## src/rtl/core/tbt_pkg.sv

```systemverilog
// Shared types, character codes and helper functions of the template block tokenizer.
`default_nettype none

package tbt_pkg;

  // Most results that one input byte can cause.
  localparam int unsigned NumRes = 3;
  localparam int unsigned ResIdxW = 2;

  localparam logic [7:0] ChOpen   = 8'h7B;
  localparam logic [7:0] ChClose  = 8'h7D;
  localparam logic [7:0] ChEq     = 8'h3D;
  localparam logic [7:0] ChHash   = 8'h23;
  localparam logic [7:0] ChBslash = 8'h5C;

  typedef enum logic [1:0] {
    ModeText    = 2'd0,
    ModeScript  = 2'd1,
    ModeEcho    = 2'd2,
    ModeComment = 2'd3
  } mode_e;

  typedef enum logic [2:0] {
    KindText   = 3'd0,
    KindScript = 3'd1,
    KindEcho   = 3'd2,
    KindSclose = 3'd3,
    KindEclose = 3'd4,
    KindEnd    = 3'd5
  } kind_e;

  // One queue entry: the results caused by one accepted byte.
  typedef struct packed {
    logic [ResIdxW-1:0]         count;
    kind_e [NumRes-1:0]         kind;
    logic  [NumRes-1:0][7:0]    data;
    logic  [1:0]                open_block;
  } entry_t;

  // The delimiter character that is held in each mode.
  function automatic logic [7:0] hold_char(mode_e mode);
    logic [7:0] ch;
    case (mode)
      ModeText:    ch = ChOpen;
      ModeScript:  ch = ChClose;
      ModeEcho:    ch = ChEq;
      ModeComment: ch = ChHash;
      default:     ch = ChOpen;
    endcase
    return ch;
  endfunction

  // Content kind of a mode; comment mode has no content and falls back to the text code.
  function automatic kind_e content_kind(mode_e mode);
    kind_e k;
    case (mode)
      ModeText:   k = KindText;
      ModeScript: k = KindScript;
      ModeEcho:   k = KindEcho;
      default:    k = KindText;
    endcase
    return k;
  endfunction

endpackage

`default_nettype wire

```

## src/rtl/core/tbt_front.sv

```systemverilog
// Front end: tracks mode and held delimiter and classifies each byte into queue entries.
`default_nettype none

module tbt_front (
  input  wire logic            clk_i,
  input  wire logic            rst_ni,
  input  wire logic [7:0]      byte_in_i,
  input  wire logic            last_in_i,
  input  wire logic            in_valid_i,
  output logic                 in_ready_o,
  input  wire logic            q_full_i,
  output logic                 push_o,
  output tbt_pkg::entry_t      entry_o
);

  tbt_pkg::mode_e mode_q, mode_d;
  logic           held_q, held_d;
  logic           accept;

  tbt_pkg::kind_e [tbt_pkg::NumRes-1:0]      ks;
  logic [tbt_pkg::NumRes-1:0][7:0]           ds;
  logic [tbt_pkg::ResIdxW-1:0]               n;
  logic [1:0]                                open_blk;

  assign in_ready_o = !q_full_i;
  assign accept     = in_valid_i && in_ready_o;

  always_comb begin
    mode_d   = mode_q;
    held_d   = held_q;
    n        = '0;
    ks       = '{default: tbt_pkg::KindText};
    ds       = '0;
    open_blk = 2'd0;

    if (held_q) begin
      held_d = 1'b0;
      if (byte_in_i == tbt_pkg::ChBslash) begin
        if (mode_d != tbt_pkg::ModeComment) begin
          ks[n] = tbt_pkg::content_kind(mode_d);
          ds[n] = tbt_pkg::hold_char(mode_d);
          n     = n + 2'd1;
        end
      end else if (mode_d == tbt_pkg::ModeText &&
                   (byte_in_i == tbt_pkg::ChOpen || byte_in_i == tbt_pkg::ChEq ||
                    byte_in_i == tbt_pkg::ChHash)) begin
        if (byte_in_i == tbt_pkg::ChOpen) begin
          mode_d = tbt_pkg::ModeScript;
        end else if (byte_in_i == tbt_pkg::ChEq) begin
          mode_d = tbt_pkg::ModeEcho;
        end else begin
          mode_d = tbt_pkg::ModeComment;
        end
      end else if (mode_d != tbt_pkg::ModeText && byte_in_i == tbt_pkg::ChClose) begin
        if (mode_d == tbt_pkg::ModeScript) begin
          ks[n] = tbt_pkg::KindSclose;
          n     = n + 2'd1;
        end else if (mode_d == tbt_pkg::ModeEcho) begin
          ks[n] = tbt_pkg::KindEclose;
          n     = n + 2'd1;
        end
        mode_d = tbt_pkg::ModeText;
      end else begin
        // The held character was not a delimiter after all.
        if (mode_d != tbt_pkg::ModeComment) begin
          ks[n] = tbt_pkg::content_kind(mode_d);
          ds[n] = tbt_pkg::hold_char(mode_d);
          n     = n + 2'd1;
        end
        if (byte_in_i == tbt_pkg::hold_char(mode_d)) begin
          held_d = 1'b1;
        end else if (mode_d != tbt_pkg::ModeComment) begin
          ks[n] = tbt_pkg::content_kind(mode_d);
          ds[n] = byte_in_i;
          n     = n + 2'd1;
        end
      end
    end else begin
      if (byte_in_i == tbt_pkg::hold_char(mode_d)) begin
        held_d = 1'b1;
      end else if (mode_d != tbt_pkg::ModeComment) begin
        ks[n] = tbt_pkg::content_kind(mode_d);
        ds[n] = byte_in_i;
        n     = n + 2'd1;
      end
    end

    if (last_in_i) begin
      if (held_d && mode_d != tbt_pkg::ModeComment) begin
        ks[n] = tbt_pkg::content_kind(mode_d);
        ds[n] = tbt_pkg::hold_char(mode_d);
        n     = n + 2'd1;
      end
      ks[n]    = tbt_pkg::KindEnd;
      ds[n]    = 8'd0;
      n        = n + 2'd1;
      open_blk = mode_d;
      mode_d   = tbt_pkg::ModeText;
      held_d   = 1'b0;
    end
  end

  assign push_o             = accept && (n != '0);
  assign entry_o.count      = n;
  assign entry_o.kind       = ks;
  assign entry_o.data       = ds;
  assign entry_o.open_block = open_blk;

  always_ff @(posedge clk_i or negedge rst_ni) begin
    if (!rst_ni) begin
      mode_q <= tbt_pkg::ModeText;
      held_q <= 1'b0;
    end else if (accept) begin
      mode_q <= mode_d;
      held_q <= held_d;
    end
  end

endmodule

`default_nettype wire

```

## src/rtl/core/tbt_fifo.sv

```systemverilog
// Short queue of classified entries between the front and back ends.
`default_nettype none

module tbt_fifo #(
  parameter int unsigned Depth = 4
) (
  input  wire logic            clk_i,
  input  wire logic            rst_ni,
  input  wire logic            push_i,
  input  wire tbt_pkg::entry_t wdata_i,
  input  wire logic            pop_i,
  output tbt_pkg::entry_t      rdata_o,
  output logic                 full_o,
  output logic                 empty_o
);

  localparam int unsigned AW = (Depth > 1) ? $clog2(Depth) : 1;
  localparam int unsigned CW = $clog2(Depth + 1);
  localparam logic [AW-1:0] LastPtr = AW'(Depth - 1);
  localparam logic [CW-1:0] Full    = CW'(Depth);

  tbt_pkg::entry_t mem_q [Depth];
  logic [AW-1:0]   wptr_q, wptr_d, rptr_q, rptr_d;
  logic [CW-1:0]   cnt_q, cnt_d;
  logic            do_push, do_pop;

  assign full_o  = (cnt_q == Full);
  assign empty_o = (cnt_q == '0);
  assign do_push = push_i && !full_o;
  assign do_pop  = pop_i && !empty_o;
  assign rdata_o = mem_q[rptr_q];

  always_comb begin
    wptr_d = wptr_q;
    rptr_d = rptr_q;
    cnt_d  = cnt_q;
    if (do_push) begin
      wptr_d = (wptr_q == LastPtr) ? '0 : wptr_q + AW'(1);
    end
    if (do_pop) begin
      rptr_d = (rptr_q == LastPtr) ? '0 : rptr_q + AW'(1);
    end
    if (do_push && !do_pop) begin
      cnt_d = cnt_q + CW'(1);
    end else if (do_pop && !do_push) begin
      cnt_d = cnt_q - CW'(1);
    end
  end

  always_ff @(posedge clk_i or negedge rst_ni) begin
    if (!rst_ni) begin
      wptr_q <= '0;
      rptr_q <= '0;
      cnt_q  <= '0;
    end else begin
      wptr_q <= wptr_d;
      rptr_q <= rptr_d;
      cnt_q  <= cnt_d;
    end
  end

  always_ff @(posedge clk_i) begin
    if (do_push) begin
      mem_q[wptr_q] <= wdata_i;
    end
  end

  occupancy_bound: assert property (@(posedge clk_i) disable iff (!rst_ni)
    cnt_q <= Full)
    else $error("queue occupancy above depth");

endmodule

`default_nettype wire

```

## src/rtl/core/tbt_back.sv

```systemverilog
// Back end: unpacks queue entries into single results in an output register.
`default_nettype none

module tbt_back (
  input  wire logic            clk_i,
  input  wire logic            rst_ni,
  input  wire tbt_pkg::entry_t head_i,
  input  wire logic            head_valid_i,
  output logic                 pop_o,
  output logic                 out_valid_o,
  input  wire logic            out_ready_i,
  output logic [2:0]           kind_o,
  output logic [7:0]           data_o,
  output logic [1:0]           open_block_o,
  output logic                 last_o
);

  logic [tbt_pkg::ResIdxW-1:0] idx_q, idx_d;
  logic                        valid_q, valid_d;
  tbt_pkg::kind_e              kind_q;
  logic [7:0]                  data_q;
  logic [1:0]                  open_q;
  logic                        load, is_end, at_tail;

  assign load    = head_valid_i && (!valid_q || out_ready_i);
  assign is_end  = (head_i.kind[idx_q] == tbt_pkg::KindEnd);
  assign at_tail = (idx_q == head_i.count - 2'd1);
  assign pop_o   = load && at_tail;

  always_comb begin
    idx_d   = idx_q;
    valid_d = valid_q;
    if (load) begin
      valid_d = 1'b1;
      idx_d   = at_tail ? '0 : idx_q + 2'd1;
    end else if (out_ready_i) begin
      valid_d = 1'b0;
    end
  end

  always_ff @(posedge clk_i or negedge rst_ni) begin
    if (!rst_ni) begin
      idx_q   <= '0;
      valid_q <= 1'b0;
    end else begin
      idx_q   <= idx_d;
      valid_q <= valid_d;
    end
  end

  always_ff @(posedge clk_i) begin
    if (load) begin
      kind_q <= head_i.kind[idx_q];
      data_q <= head_i.data[idx_q];
      open_q <= is_end ? head_i.open_block : 2'd0;
    end
  end

  assign out_valid_o  = valid_q;
  assign kind_o       = kind_q;
  assign data_o       = data_q;
  assign open_block_o = open_q;
  assign last_o       = (kind_q == tbt_pkg::KindEnd);

  head_nonempty: assert property (@(posedge clk_i) disable iff (!rst_ni)
    head_valid_i |-> head_i.count != '0)
    else $error("queue entry without results");

  index_in_range: assert property (@(posedge clk_i) disable iff (!rst_ni)
    head_valid_i |-> idx_q < head_i.count)
    else $error("result index beyond entry count");

  idle_index: assert property (@(posedge clk_i) disable iff (!rst_ni)
    !head_valid_i |-> idx_q == '0)
    else $error("result index left mid-entry with empty queue");

endmodule

`default_nettype wire

```

## src/rtl/core/template_block_tokenizer.sv

```systemverilog
// Top level of the template block tokenizer: front end, entry queue and back end.
//
// Usage: template bytes enter on the input channel (byte_in_i, last_in_i, with
// in_valid_i / in_ready_o), one transaction per byte; last_in_i marks the final
// byte of a template. Results leave on the output channel (kind_o, data_o,
// open_block_o, last_o, with out_valid_o / out_ready_i), one transaction per
// result. Kinds are text, script and echo bytes, script and echo close marks,
// and an end item that carries the block left open.
// Throughput: the front end takes one byte per cycle as long as the queue has
// room; the back end delivers one result per cycle while the receiver takes
// results, so bytes that cause two or three results can hold the input back.
// Path of a byte: its entry is written into the queue at the edge that accepts
// the byte, and its first result moves into the output register once that
// register is empty or the receiver takes the result it holds.
// Bytes that cause no result (held delimiters, comment text) never enter the
// queue.
// Reset puts the tokenizer in text mode with nothing held and empties the
// queue and the output register. When the receiver stalls, the current result
// holds in the output register, the queue fills up to FifoDepth entries, and
// then in_ready_o drops until the receiver takes results again.
`default_nettype none

module template_block_tokenizer #(
  parameter int unsigned FifoDepth = 4
) (
  input  wire logic       clk_i,
  input  wire logic       rst_ni,
  input  wire logic [7:0] byte_in_i,
  input  wire logic       last_in_i,
  input  wire logic       in_valid_i,
  output logic            in_ready_o,
  output logic [2:0]      kind_o,
  output logic [7:0]      data_o,
  output logic [1:0]      open_block_o,
  output logic            last_o,
  output logic            out_valid_o,
  input  wire logic       out_ready_i
);

  tbt_pkg::entry_t push_entry, head_entry;
  logic            push, pop, q_full, q_empty;

  // Front end: mode tracking and byte classification.
  tbt_front u_front (
    .clk_i      (clk_i),
    .rst_ni     (rst_ni),
    .byte_in_i  (byte_in_i),
    .last_in_i  (last_in_i),
    .in_valid_i (in_valid_i),
    .in_ready_o (in_ready_o),
    .q_full_i   (q_full),
    .push_o     (push),
    .entry_o    (push_entry)
  );

  // The queue decouples classification from result delivery.
  tbt_fifo #(
    .Depth (FifoDepth)
  ) u_fifo (
    .clk_i   (clk_i),
    .rst_ni  (rst_ni),
    .push_i  (push),
    .wdata_i (push_entry),
    .pop_i   (pop),
    .rdata_o (head_entry),
    .full_o  (q_full),
    .empty_o (q_empty)
  );

  // Back end: one result per cycle into the output register while the receiver takes results.
  tbt_back u_back (
    .clk_i        (clk_i),
    .rst_ni       (rst_ni),
    .head_i       (head_entry),
    .head_valid_i (!q_empty),
    .pop_o        (pop),
    .out_valid_o  (out_valid_o),
    .out_ready_i  (out_ready_i),
    .kind_o       (kind_o),
    .data_o       (data_o),
    .open_block_o (open_block_o),
    .last_o       (last_o)
  );

  no_push_when_full: assert property (@(posedge clk_i) disable iff (!rst_ni)
    q_full |-> !in_ready_o)
    else $error("input accepted while queue full");

  end_carries_last: assert property (@(posedge clk_i) disable iff (!rst_ni)
    out_valid_o && !last_o |-> open_block_o == 2'd0)
    else $error("open block reported on a non-end result");

  close_has_no_data: assert property (@(posedge clk_i) disable iff (!rst_ni)
    out_valid_o && (kind_o == tbt_pkg::KindSclose || kind_o == tbt_pkg::KindEclose ||
                    kind_o == tbt_pkg::KindEnd) |-> data_o == 8'd0)
    else $error("data on a mark result");

endmodule

`default_nettype wire
```

## config.mk

```make
export PLATFORM = sky130hd
export DESIGN_NAME = template_block_tokenizer
export DESIGN_NICKNAME = d
export VERILOG_FILES = /design/src/rtl/core/tbt_pkg.sv /design/src/rtl/core/tbt_front.sv /design/src/rtl/core/tbt_fifo.sv /design/src/rtl/core/tbt_back.sv /design/src/rtl/core/template_block_tokenizer.sv
export SDC_FILE = /design/constraint.sdc
export NUM_CORES = 1
export LEC_CHECK = 0
export CAP_MARGIN = 20
export CORE_MARGIN = 3
export CORE_UTILIZATION = 36
export DETAILED_ROUTE_END_ITERATION = 8
export DONT_BUFFER_PORTS = 1
export GPL_TIMING_DRIVEN = 0
export PLACE_DENSITY = 0.57
export SLEW_MARGIN = 20
export SYNTH_ARGS = -nofsm -noshare
export SYNTH_HDL_FRONTEND = slang
export SYNTH_SLANG_ARGS = --single-unit
```

## constraint.sdc

```tcl
create_clock -name clk_i -period 14.31 [get_ports clk_i]
set_input_delay 1.431 -clock clk_i [delete_from_list [all_inputs] [get_ports clk_i]]
set_output_delay 1.431 -clock clk_i [all_outputs]
set_load 0.005 [all_outputs]
```

# == Yosys cells after proc, flatten, opt, wreduce, memory -nomap -nowiden ==
# Memories as Yosys holds them, arrays and structs flattened.
# Index checks and enable logic that the tools add are counted.
# totals
register_bits,26
ram_bits,148
input_bits,13
out_inout_bits,16
wordCells,200
memories,1
# op_classes
n_addsub,9
n_lt_le_gt_ge,7
eq_ne,21
n_mux,118
bitwise_logic,5
n_reduce_logical,29
# memory_table
memory,depth,width,read_ports,rd_ports_with_merged_regs,wr,line,rtl
u_fifo.mem_q,4,37,1,0,1,tbt_fifo.sv:22,tbt_pkg::entry_t mem_q [Depth];
# ops
cell,count
$mux 24,7
$mux 8,20
$mux 3,25
$pmux 8 s4,2
$mux 9,6
$bwmux 24,2
$demux 8 s2,3
$mux 2,24
$mux 16,2
$and 24x24->24,1
$eq 8x7->1 const B,3
$not 24->24,1
$bwmux 9,2
$demux 3 s2,3
$mux 6,3
$bmux 8 s2,1
$eq 8x6->1 const B,2
$eq 8x8->1,2
$mux 1,15
$logic_and 1x1->1,14
$add 2x1->2 const B,6
$eq 2x2->1 const B,6
$lt 2x3->1 const B,4
$eq 3x3->1 const B,3
17 further kinds,32

# == Longest topological paths before layout ==
# Gate-level depths: netlist of the first run.
# logic_depth
word_depth,26
ltp_mapped,22
ltp_nobuf,21

# == Cells and area by module ==
# Synthesis of the first run repeated with hierarchy kept, for this count alone.
# unflattened
cells_unflattened,504
hier_area_um2,8081.5
# by_module_without_submodules
module,instances,cells_each,area_per_inst_um2,seq_area_each_um2
tbt_fifo,1,230,5786.8,4619.4
tbt_front,1,199,1431.4,75.1
tbt_back,1,74,859.6,465.4
template_block_tokenizer,1,1,3.8,0.0

# == Least setup slack after synthesis of the first run ==
# Ideal clock, no wire load.
# synth_timing
path_kind,input to register
from,in byte_in_i[3]
to,mem u_fifo.mem_q[0][0] in the netlist's numbering (enable)
setup_time_ps,394
arrival_ps,5557
required_ps,13916
slack_ps,8359
cell_stages,16
path_buffers,2
path_cell_list,buf_2 > or4b_4 > a2111oi_4 > o21ai_0 > a22oi_1 > inv_1 > ha_1 > nor3_1 > o21a_1 > buf_6 > nand2_1 > nand2_1 > inv_1 > ha_1 > a31oi_4 > and2_1
# synth_between
elab_chain_len,18
elab_cells_between_ends,41
classes_between,2 x add/sub; 8 x eq/ne; 23 x mux; 8 x reduce/logical
# synth_rtl
item,line,rtl
from (decl),template_block_tokenizer.sv:28,"input wire logic [7:0] byte_in_i,"
"parallel branches: the longest is 12 deep, another holds $add 2x1->2",n/a,
$mux 2 *,tbt_front.sv:88,if (last_in_i) begin
$reduce_bool 2->1 *,tbt_front.sv:103,assign push_o = accept && (n != '0);
$logic_and 1x1->1 *,tbt_front.sv:103,
$logic_and 1x1->1 *,tbt_fifo.sv:29,assign do_push = push_i && !full_o;
net u_fifo.do_push,tbt_fifo.sv:25,"logic do_push, do_pop;"
$mux 1 *,tbt_fifo.sv:63,if (do_push) begin
$mux 1 (implied by the code) *,tbt_fifo.sv:64,mem_q[wptr_q] <= wdata_i;
to (decl),tbt_fifo.sv:22,
# Mark *: on every way through the listed nets, which the timed path passes. The select of a mux whose other input is x is not followed.

# == Worst setup path after layout of the first run ==
# layout_timing
from,in byte_in_i[4]
to,reg u_fifo.cnt_q[2]
# layout_between
elab_chain_len,19
elab_cells_between_ends,44
classes_between,2 x add/sub; 8 x eq/ne; 22 x mux; 12 x reduce/logical
# layout_rtl
item,line,rtl
"parallel branches: the longest is 12 deep, another holds $add 2x1->2",n/a,
$mux 2 *,tbt_front.sv:88,
$reduce_bool 2->1 *,tbt_front.sv:103,
$logic_and 1x1->1 *,tbt_front.sv:103,
$logic_and 1x1->1 *,tbt_fifo.sv:29,
net u_fifo.do_push,tbt_fifo.sv:25,
$logic_not 1->1,tbt_fifo.sv:45,end else if (do_pop && !do_push) begin
$logic_and 1x1->1,tbt_fifo.sv:45,
$reduce_bool 2->1 (no line),n/a,
to (signal assigned),tbt_fifo.sv:58,cnt_q <= cnt_d;
to (decl),tbt_fifo.sv:24,"logic [CW-1:0] cnt_q, cnt_d;"
# Marks and branches as above.
# A chain may end at the register's enable or synchronous reset.

==> results of run 1 <==
[layout make-up]
cell class / instances / share of cell area (%)
plain buffers: 21 / 1.18
clock buffers: 22 / 5.97
clock inverters: 10 / 0.825
inverters: 24 / 1.06
multi-input cells: 273 / 29.4
flip-flops and latches: 162 / 56.5
well taps: 270 / 3.98
repair buffers: 5 / 1.12
[cell usage after synthesis (2+ instances only)]
library cell,n,area share [%]
xor2_1,3,0.35
and4b_1,3,0.40
a211oi_1,6,0.60
inv_1,22,1.1
and2_1,9,0.75
nor3_1,13,0.87
o21a_1,3,0.30
nand4b_1,2,0.23
o31ai_1,2,0.20
edfxtp_1,149,60
mux2_4,2,0.40
dfrtp_1,13,4.4
a32oi_1,2,0.23
a21oi_1,17,1.1
a31oi_1,2,0.17
mux2_2,3,0.45
buf_6,2,0.30
nand4_1,2,0.17
nand2_1,29,1.5
buf_2,4,0.27
mux2i_1,9,1.2
clkbuf_1,14,0.70
nor2_1,30,1.5
nor2b_1,3,0.25
nand3_1,6,0.40
nor4_1,2,0.17
a22oi_1,3,0.30
nand2b_1,4,0.33
and3_1,5,0.42
a31o_2,5,0.59
mux4_2,34,10
xnor2_1,2,0.23
nand3b_1,3,0.30
ha_1,25,4.2
clkinv_1,2,0.10
o21ai_0,9,0.60
o22ai_1,8,0.67
[cells by family (layout without fill, tap and decap cells)]
logic type / Yosys count / after routing / share of synthesized area [%]
multiplexers: 49 / 49 / 12.6
XOR/XNOR: 5 / 5 / 0.586
AND/OR/NAND/NOR: 119 / 119 / 8.20
AO/OA/AOI/OAI: 74 / 74 / 7.41
buffers and inverters: 45 / 82 / 2.54
adder cells (fa/ha/maj): 26 / 26 / 4.45
flip-flops: 162 / 162 / 64.2
[sequential cells by signal, indices dropped and copies added, names as in the netlist]
register / cells
u_back.out_valid_o: 1
u_fifo.wptr_q: 2
u_fifo.cnt_q: 3
u_back.open_block_o: 2
u_front.mode_q: 2
u_back.data_o: 8
u_fifo.mem_q: 136
u_back.idx_q: 2
u_fifo.rptr_q: 2
u_front.held_q: 1
u_back.kind_o: 3
[power by group]
part | total [mW] | switching [mW] | internal, mW | leakage (nW)
Clock | 0.431 | 0.178 | 0.252 | 0.287
Combinational | 0.425 | 0.235 | 0.189 | 1.14
Sequential | 0.679 | 0.0382 | 0.641 | 1.58
[worst max-delay path by stage]
stage	endpoint
5_1_grt	u_fifo.cnt_q[2]
3_3_place_gp	u_fifo.mem_q[0][7]
4_1_cts	u_fifo.cnt_q[2]
6_report	u_fifo.cnt_q[2]
3_5_place_dp	u_fifo.cnt_q[2]
2_1_floorplan	u_fifo.mem_q[0][0]
[layer usage]
layer	track usage [%]	wire, µm	vias to the layer above
met5	0	0	-
met4	4.62	155	0
met3	3.40	644	8
met2	26.1	8470	84
met1	19.6	7210	2133
li1	-	-	1933
[worst max-delay path, delay by kind of cell]
family | cells | cell delay (ns)
AOI/OAI and AO/OA | 5 | 1.69
xor gates and xnor gates | 2 | 0.32
adders and majority gates | 4 | 1.24
buffers and inverters | 5 | 0.63
and+or+nand+nor | 5 | 1.10
==> results by group, run 1 <==
Outcome
  • Outcome: finished clean

Placement
  • GPL Wtd Cong: 0.927
  • DP HPWL: 11.7 mm
  • Placed cell count: 755
  • Port Buffer Count: 0
  • Post-placement cell area: 0.00792 mm²
  • Setup slack after placement: approximately 7.8 ns

Routing
  • First-pass detailed-route iteration total: 4
  • Overall via count from detail_route: 4158
  • Number of nets with antenna violations after routing: 0
  • DRC Markers: 0
  • Total Wirelength: 16.5 mm
  • WL per Instance: 20.9 µm
  • DRT iter0 DRCs: 315
  • Via density: 5.28

Setup path
  • Worst setup startpoint: byte_in_i[4]
  • Crit path max fanout: 10
  • Worst R2R Start: u_front.mode_q[0]
  • CP Capture Type: flip-flop
  • Startpoint Class: primary input
  • WS Path Type: in2reg
  • Worst r2r path cells: 22
  • Reg2Reg Setup Slack: 8.89 ns
  • Critical path's slowest cell: or4b_4
  • Max stage delay on crit path: 0.56 ns
  • Reg-to-Reg End: u_fifo.cnt_q[2]
  • CP Cell Sequence: clkbuf_1 > or4b_4 > a2111oi_4 > o21ai_0 > a22oi_1 > inv_1 > ha_1 > nor3_1 > o21a_1 > buf_6 > nand2_1 > nand2_1 > inv_1 > ha_1 > a31oi_4 > ha_1 > inv_1 > fa_1 > xor2_1 > nor2_1 > xor2_1
  • Worst EP required: approximately 15 ns
  • WP data arrival: roughly 6.4 ns

Timing
  • Final critical-path share of the clock period: a little over two fifths
  • Slew HR: just under 30%
  • Fin. max-slew vios: 0
  • Setup WS post-layout: 8.24 ns
  • Setup total negative slack: 0 ns
  • Fmax: 0.165 GHz
  • RSZ-0062 raised after global routing: no
  • Endpoints failing setup: 0
  • Setup skew after layout: ~0.0093 ns
  • Hold Worst Slack: ~0.50 ns
  • Fin. Hold Viols: 0
  • Tmin final: slightly above 6 ns
  • Least-Margin Pin Slew: 1.05 ns

Job
  • Max-cap violations: 0

Clocking
  • Post-CTS setup buffers: 0
  • CTS H-tree depth: 4
  • Clock root buffer: clkbuf_16
  • Clock Sinks: 162
  • TritonCTS clock tree: built
  • Clock transition at path regs: roughly 0.07 ns
  • Clock buffer count from CTS: 17
  • Clock buffer depth: 2
  • # resized after CTS: 0
  • Worst-skew pair later-pin latency: 0.42 ns
  • Hold_buf cts: 0

Final layout
  • Multi-input gate area: 0.00249 mm²
  • Commonest non-fill, non-tap cell in the layout: edfxtp_1
  • Antenna Cells: 0
  • Layout cells sized above 1: 19.7%
  • Area growth syn-to-layout: 13.6%
  • Commonest non-fill, non-tap cells in the layout: edfxtp_1, mux4_2, nor2_1
  • # fillers: 1878
  • Nets: 543
  • Finished Layout Cells: 787
  • Final design utilization: between 40% and 50%
  • Design area: ~0.0085 mm²
  • Reg area: 0.00480 mm²

Logic synthesis
  • #FFs+latches synth: 162
  • Synth cell types: 65
  • Syn avg cell area: 15.6 µm²
  • Post-synth EDFFs: 149
  • Ys flop type: edfxtp_1
  • Post-synthesis cell count: 480
  • FFs w/ async S/R, synth: under 10%
  • Sequential area share after synthesis: 64.2%
  • Synth Net Count: 519
  • Yosys Warn Count: 0
  • Post-synthesis cell area: 0.00748 mm²

Hold path
  • HP Start: u_fifo.cnt_q[2]
  • Worst hold path type: reg2reg
  • WHS Path Cells: 1
  • WHS Endpoint: u_fifo.cnt_q[2]

Global route
  • Gr usage total: 15.3%
  • Initial antenna violation count: 0
  • Vias in the first global route: between 4000 and 5000
  • First-pass GRT wire length: 25.4 mm
  • Total grt overflow: 0
  • Largest net degree at the start of global routing: 26

Die
  • Die Y: 150 µm
  • Die width: 150 µm
  • Core ar.: 0.0203 mm²
  • Initial Util: 36.8%
  • Ports: 29
  • # rows: 52
  • Die area: between 0.02 and 0.025 mm²

Power and ir drop
  • Total power: 1.53 mW
  • Leak: 3.00 nW
  • PwrDens: approximately 180 mW/mm²
  • Worst vdd ir: 0.0816 mV
Power figures use the tool's default switching activity.
==> run 2: changes to the inputs <==
--- a/config.mk
+++ b/config.mk
@@ -5,6 +5,7 @@
 export SDC_FILE = /design/constraint.sdc
 export NUM_CORES = 1
 export LEC_CHECK = 0
+export ABC_AREA = 1
 export CAP_MARGIN = 20
 export CORE_MARGIN = 3
 export CORE_UTILIZATION = 36
==> constraint.sdc (replaced) <==
create_clock -name clk_i -period 6.1 [get_ports clk_i]
set_input_delay 0.61 -clock clk_i [delete_from_list [all_inputs] [get_ports clk_i]]
set_output_delay 0.61 -clock clk_i [all_outputs]
set_load 0.005 [all_outputs]
==> run 2 against run 1 <==
Largest cell class unchanged; die area rose by 1.7%; power rose by 140%; critical endpoint unchanged; clock power rose by 140%; routed wire length rose by 6.1%; worst setup slack got worse by 7.1 ns; non-clock buffer count rose by 8.
==> results by group, run 2 <==
Setup path
  • Max stage delay on crit path: 0.61 ns
  • WS Path Type: reg2reg
  • Crit path max fanout: 7
  • Startpoint Class: flip-flop
  • WP data arrival: 5.27 ns
  • CP Capture Type: flip-flop
  • CP dominant cell by count: inv_1
  • Critical path's slowest cell: a32oi_1
  • Worst EP required: ~6.4 ns

Timing
  • Endpoints failing setup: 0
  • Setup WS post-layout: 1.14 ns
  • Fin. Hold Viols: 0
  • Setup skew after layout: 0.00778 ns
  • Least-Margin Pin Slew: 1.16 ns
  • Fmax: 0.201 GHz
  • Fin. max-slew vios: 0
  • Slew HR: 22.0%
  • RSZ-0062 raised after global routing: no
  • Tmin final: about 5.0 ns
  • Setup total negative slack: 0 ns
  • Final critical-path share of the clock period: 81.4%

Clocking
  • TritonCTS clock tree: built
  • Worst-skew pair later-pin latency: 0.42 ns
  • CTS H-tree depth: 4
  • # resized after CTS: 0
  • Post-CTS setup buffers: 0
  • Clock buffer count from CTS: 17
  • Clock root buffer: clkbuf_16
  • Hold_buf cts: 1
  • Clock Sinks: about 160
  • Clock transition at path regs: roughly 0.060 ns
  • Clock buffer depth: 2

Logic synthesis
  • Post-Synth Simple-Gate Area: 14.9%
  • Most instantiated cells after synthesis: edfxtp_1, nor2_1, nand2_1, o21ai_0, inv_1
  • #FFs+latches synth: 162
  • Post-Synth Adder-Cell Area: roughly 4.4%
  • Synth cell types: 41
  • Sequential area share after synthesis: 63.1%
  • Synth Net Count: 738
  • Synth area leaders: edfxtp_1, o21ai_0, nor2_1
  • Post-synthesis cell area: 0.00760 mm²
  • Post-synth EDFFs: 149
  • Synth area leader: edfxtp_1
  • Compound-cell area share of the yosys netlist: 11.9%
  • Post-Synth XOR/XNOR Area: less than 1%
  • Syn avg cell area: 10.9 µm²
  • FFs w/ async S/R, synth: 8.02%
  • Synth top area share: between 50% and 60%
  • Mux share of post-synthesis cell area: 0%
  • Largest family of logic cells by synthesized area: simple AND/OR/NAND/NOR gates
  • Yosys Warn Count: 0
  • Post-synthesis cell count: 699
  • Most instantiated library cell after synthesis: edfxtp_1
  • Ys flop type: edfxtp_1

Final layout
  • Area growth syn-to-layout: 13.8%
  • Layout cells sized above 1: 11.7%
  • Reg with most FFs: u_fifo.mem_q
  • # fillers: between 1500 and 2000
  • Max reg flops: 136
  • Commonest non-fill, non-tap cell in the layout: edfxtp_1
  • Nets: between 700 and 800
  • Antenna Cells: 0
  • Finished Layout Cells: just over 1000
  • Commonest non-fill, non-tap cells in the layout: edfxtp_1, nor2_1, nand2_1

Routing
  • Met3 wire len: 761 µm
  • DRC Markers: 0
  • WL met2: 8.06 mm
  • WL per Instance: between 15 and 20 µm
  • DRT iter0 DRCs: 385
  • Via density: 5.07
  • Uppermost layer routed: met4
  • Overall via count from detail_route: ~5100
  • Number of nets with antenna violations after routing: 0
  • WL met1: 8.47 mm
  • Total Wirelength: 17.5 mm
  • First-pass detailed-route iteration total: 5

Die
  • Die Y: 151 µm
  • Initial Util: 37.1%
  • Die area: ~0.023 mm²
  • Die width: 151 µm
  • # rows: 52
  • Core ar.: 0.0205 mm²
  • Ports: 29

Global route
  • Largest net degree at the start of global routing: 23
  • Total grt overflow: 0
  • First-pass GRT wire length: 27.3 mm
  • Gr usage total: 16.1%
  • Vias in the first global route: approximately 4800
  • Initial antenna violation count: 0

Power and ir drop
  • Total power: 3.71 mW
  • Leak: approximately 3.2 nW
  • Worst vdd ir: 0.208 mV
  • PwrDens: 429 mW/mm²

Hold path
  • Worst hold path type: in2reg

Placement
  • Port Buffer Count: 0
  • Setup slack after placement: 1.01 ns
  • Placed cell count: 973
  • GPL Wtd Cong: 0.838
  • DP HPWL: 12.4 mm

Job
  • Max-cap violations: 0

Outcome
  • Outcome: finished clean
## run 2: changes by cell type after synthesis, sizes merged, moves of 12 or more
cell    change
nand3      +22
o221ai     +13
nor3       -12
o21ai      +79
nor2       +86
mux4       -34
inv        +47
nand2      +74
## run 2: worst max-delay path: cells and delay by family (launching register included)
kind	cells	cell delay, ns
adders and majority gates	5	1.29
and+or+nand+nor	9	1.13
AOI/OAI and AO/OA	4	1.02
buffers and inverters	8	0.82
DFF	1	0.47
xor gates and xnor gates	1	0.14
## run 2: logic make-up (layout without fill, tap and decap cells)
kind of cell,after synthesis,count (layout)
XOR/XNOR,4,4
AO/OA/AOI/OAI,154,154
adder cells (fa/ha/maj),26,26
buffers and inverters,99,136
flip-flops,162,162
AND/OR/NAND/NOR,254,254
## run 2: metrics by stage
step / hold slack [ns] / util [%] / instance area, µm²
after floorplan: 0.314 / - / 7600
after global placement: 0.315 / 38.8 / 7940
after detailed placement: 0.315 / 39.4 / 8080
after CTS: 0.334 / 42.2 / 8650
after global routing: 0.362 / 42.2 / 8650
final: 0.350 / 42.2 / 8650
## run 2: layout make-up
| class | instances | area [µm²] | share of cell area (%) |
|---|---|---|---|
| Sequential cell | 162 | 4800 | 55.5 |
| Multi-Input combinational cell | 438 | 2430 | 28.1 |
| Clock buffer | 19 | 433 | 5.00 |
| Tap cell | 270 | 338 | 3.90 |
| Inverter | 70 | 268 | 3.09 |
| Clock inverter | 13 | 136 | 1.58 |
| Buffer | 29 | 133 | 1.53 |
| Timing Repair Buffer | 5 | 113 | 1.30 |
## run 2: power by group
group          switching (mW)  internal [mW]  total, mW  leakage (nW)
clock network           0.419          0.601       1.02         0.270
registers              0.0746           1.47       1.55          1.56
logic                   0.792          0.355       1.15          1.40
total                    1.29           2.43       3.71          3.23
## run 2: path summary, 6_finish.rpt
kind | from | cells after the start | end | slack, ns
max | u_front.mode_q[0] | 27 | u_fifo.cnt_q[2] | 1.14
min | out_ready_i | 3 | u_back.out_valid_o | 0.35
max reg2reg | u_front.mode_q[0] | 27 | u_fifo.cnt_q[2] | 1.14
min reg2reg | u_fifo.cnt_q[2] | 1 | u_fifo.cnt_q[2] | 0.49
max in group asynchronous | rst_ni | 1 | u_fifo.rptr_q[0] | 5.00
min in group asynchronous | rst_ni | 1 | u_fifo.cnt_q[2] | 0.67
## run 2: metal layers
layer / up-vias / track usage (%)
li1: 2490 / -
met1: 2461 / 22.9
met2: 135 / 24.9
met3: 16 / 2.84
met4: 0 / 5.35
met5: - / 0
==> run 3: changes to the inputs <==
--- a/config.mk
+++ b/config.mk
@@ -5,7 +5,7 @@
 export SDC_FILE = /design/constraint.sdc
 export NUM_CORES = 1
 export LEC_CHECK = 0
-export ABC_AREA = 1
+export ABC_AREA = 0
 export CAP_MARGIN = 20
 export CORE_MARGIN = 3
 export CORE_UTILIZATION = 36
==> constraint.sdc (replaced) <==
create_clock -name clk_i -period 4.8 [get_ports clk_i]
set_input_delay 0.48 -clock clk_i [delete_from_list [all_inputs] [get_ports clk_i]]
set_output_delay 0.48 -clock clk_i [all_outputs]
set_load 0.005 [all_outputs]
==> run 3 against run 2 <==
Via count shrank 17%; register-to-register slack lost 0.90 ns; cell count shrank 21%; critical path type unchanged; critical endpoint unchanged; largest cell class unchanged; largest power group unchanged; highest routed layer unchanged.
==> results by group, run 3 (synthesized netlist as in run 1, its figures left out) <==
Outcome
  • Outcome: finished clean

Final layout
  • Area growth syn-to-layout: 14.3%
  • Commonest non-fill, non-tap cells in the layout: edfxtp_1, mux4_2, nand2_1, nor2_1, ha_1
  • Antenna Cells: 0
  • Max reg flops: 136
  • Finished Layout Cells: 790
  • Nets: 546
  • Reg with most FFs: u_fifo.mem_q
  • # fillers: about 1800
  • Commonest non-fill, non-tap cell in the layout: edfxtp_1
  • Layout cells sized above 1: 21.7%

Routing
  • Total Wirelength: 16.5 mm
  • Overall via count from detail_route: 4239
  • DRT iter0 DRCs: 452
  • WL per Instance: 20.9 µm
  • Via density: 5.37
  • First-pass detailed-route iteration total: 5
  • Number of nets with antenna violations after routing: 0
  • DRC Markers: 0

Setup path
  • Crit path max fanout: 10
  • WP data arrival: 4.92 ns
  • CP dominant cell by count: inv_1
  • WS Path Type: reg2reg
  • Startpoint Class: flip-flop
  • CP Buf/Inv Count: 5
  • CP Cell Sequence: inv_1 > ha_2 > or3b_4 > a211oi_4 > o21ai_2 > a22oi_2 > inv_1 > ha_2 > nor3_2 > o21a_1 > buf_6 > nand2_1 > nand2_1 > inv_1 > ha_1 > a31oi_4 > ha_4 > inv_1 > fa_1 > xor2_1 > nor2_1 > xor2_1
  • Max stage delay on crit path: 0.44 ns
  • CP Depth: 22
  • Worst EP required: 5.16 ns
  • Crit path max-delay family: adder cells
  • Worst r2r path cells: 22
  • Critical path's slowest cell: fa_1
  • CP Capture Type: flip-flop

Hold path
  • Worst hold path type: in2reg
  • WHS Path Cells: 1

Global route
  • Largest net degree at the start of global routing: 35
  • Initial antenna violation count: 0
  • Total grt overflow: 0
  • Vias in the first global route: 4322
  • Gr usage total: 15.4%
  • First-pass GRT wire length: ~26 mm

Timing
  • Fmax: about 0.22 GHz
  • Fin. max-slew vios: 0
  • Endpoints failing setup: 0
  • Slew HR: 41.2%
  • Final critical-path share of the clock period: a little over nine tenths
  • Least-Margin Pin Slew: slightly below 0.9 ns
  • Setup skew after layout: 0.0132 ns
  • RSZ-0062 raised after global routing: no
  • Fin. Hold Viols: 0
  • Hold Worst Slack: 0.134 ns
  • Setup total negative slack: 0 ns
  • Tmin final: around 4.6 ns

Power and ir drop
  • Reg power frac: between 40% and 50%
  • Gate power share: 27.1%
  • Int Pwr: 3.27 mW
  • Total power: 4.64 mW
  • PwrDens: 543 mW/mm²
  • Leak: 2.99 nW
  • Clock power share: 29.3%
  • Sw power: 1.37 mW
  • Sw frac: 29.5%
  • Worst vdd ir: about 0.19 mV

Placement
  • GPL Wtd Cong: slightly below 0.9
  • DP HPWL: roughly 11 mm
  • Port Buffer Count: 0
  • Placed cell count: 750

Clocking
  • Clock transition at path regs: roughly 0.07 ns
  • Clock buffer depth: 2
  • Clock Sinks: 162
  • Clock buffer count from CTS: 17
  • TritonCTS clock tree: built
  • CTS H-tree depth: 4
  • Worst-skew pair later-pin latency: 0.43 ns
  • Clock root buffer: clkbuf_16

Die
  • Die width: between 150 and 200 µm
  • Initial Util: 36.8%
  • Core ar.: 0.0203 mm²
  • Die Y: 150 µm
  • Ports: 29
  • Die area: 0.0225 mm²
  • # rows: 52

Job
  • Max-cap violations: 0
==> run 3: cell type report <==
class	count	area, µm²	area share (%)
Buffer	21	100	1.17
Clock buffer	19	433	5.07
Clock inverter	13	159	1.86
Inverter	24	90.1	1.05
Multi-Input combinational cell	273	2560	30.0
Sequential cell	162	4800	56.2
Tap cell	270	338	3.95
Timing Repair Buffer	8	62.6	0.732
==> run 3: path summary, 6_finish.rpt <==
kind                              startpoint                 end  slack, ns
max                        u_front.mode_q[0]     u_fifo.cnt_q[2]       0.23
min                              out_ready_i  u_back.out_valid_o       0.13
max reg2reg                u_front.mode_q[0]     u_fifo.cnt_q[2]       0.23
min reg2reg                  u_fifo.cnt_q[2]     u_fifo.cnt_q[2]       0.49
max in group asynchronous             rst_ni   u_front.mode_q[0]       3.74
min in group asynchronous             rst_ni  u_back.out_valid_o       0.55
==> run 3: power groups by stage <==
stage / Clock [mW] / Combinational [mW] / Sequential (mW)
after floorplan: 0 / 0.917 / 2.02
after global placement: 0 / 1.23 / 2.05
after detailed placement: 0 / 1.25 / 2.06
after CTS: 1.38 / 1.27 / 2.03
after global routing: 1.44 / 1.37 / 2.06
final: 1.36 / 1.26 / 2.03
==> run 3: what timing repair did <==
item | CTS | global route
endpoints found under the hold margin | 13 | 0
setup buffers | 5 | 2
gates resized for setup | 8 | 9
gates cloned | 0 | 0
endpoints found under the setup margin | 178 | 158
hold buffers | 1 | 0
pin swaps | 5 | 7
==> run 3: stage by stage <==
stage / util [%] / worst slack (ns) / area [µm²]
2_1_floorplan: - / 0.00913 / 7490
3_3_place_gp: 38.6 / -0.714 / 7830
3_5_place_dp: 38.6 / -0.764 / 7840
4_1_cts: 41.9 / 0.0477 / 8500
5_1_grt: 42.1 / 0.0128 / 8550
6_report: 42.1 / 0.233 / 8550
==> run 3: layer usage <==
metal / global-route usage, % / up-vias / part of all wire (%)
met5: 0 / - / 0
met4: 4.35 / 0 / 1.6
met3: 4.09 / 21 / 4.6
met2: 25.6 / 119 / 50
met1: 20.2 / 2167 / 44
li1: - / 1932 / -
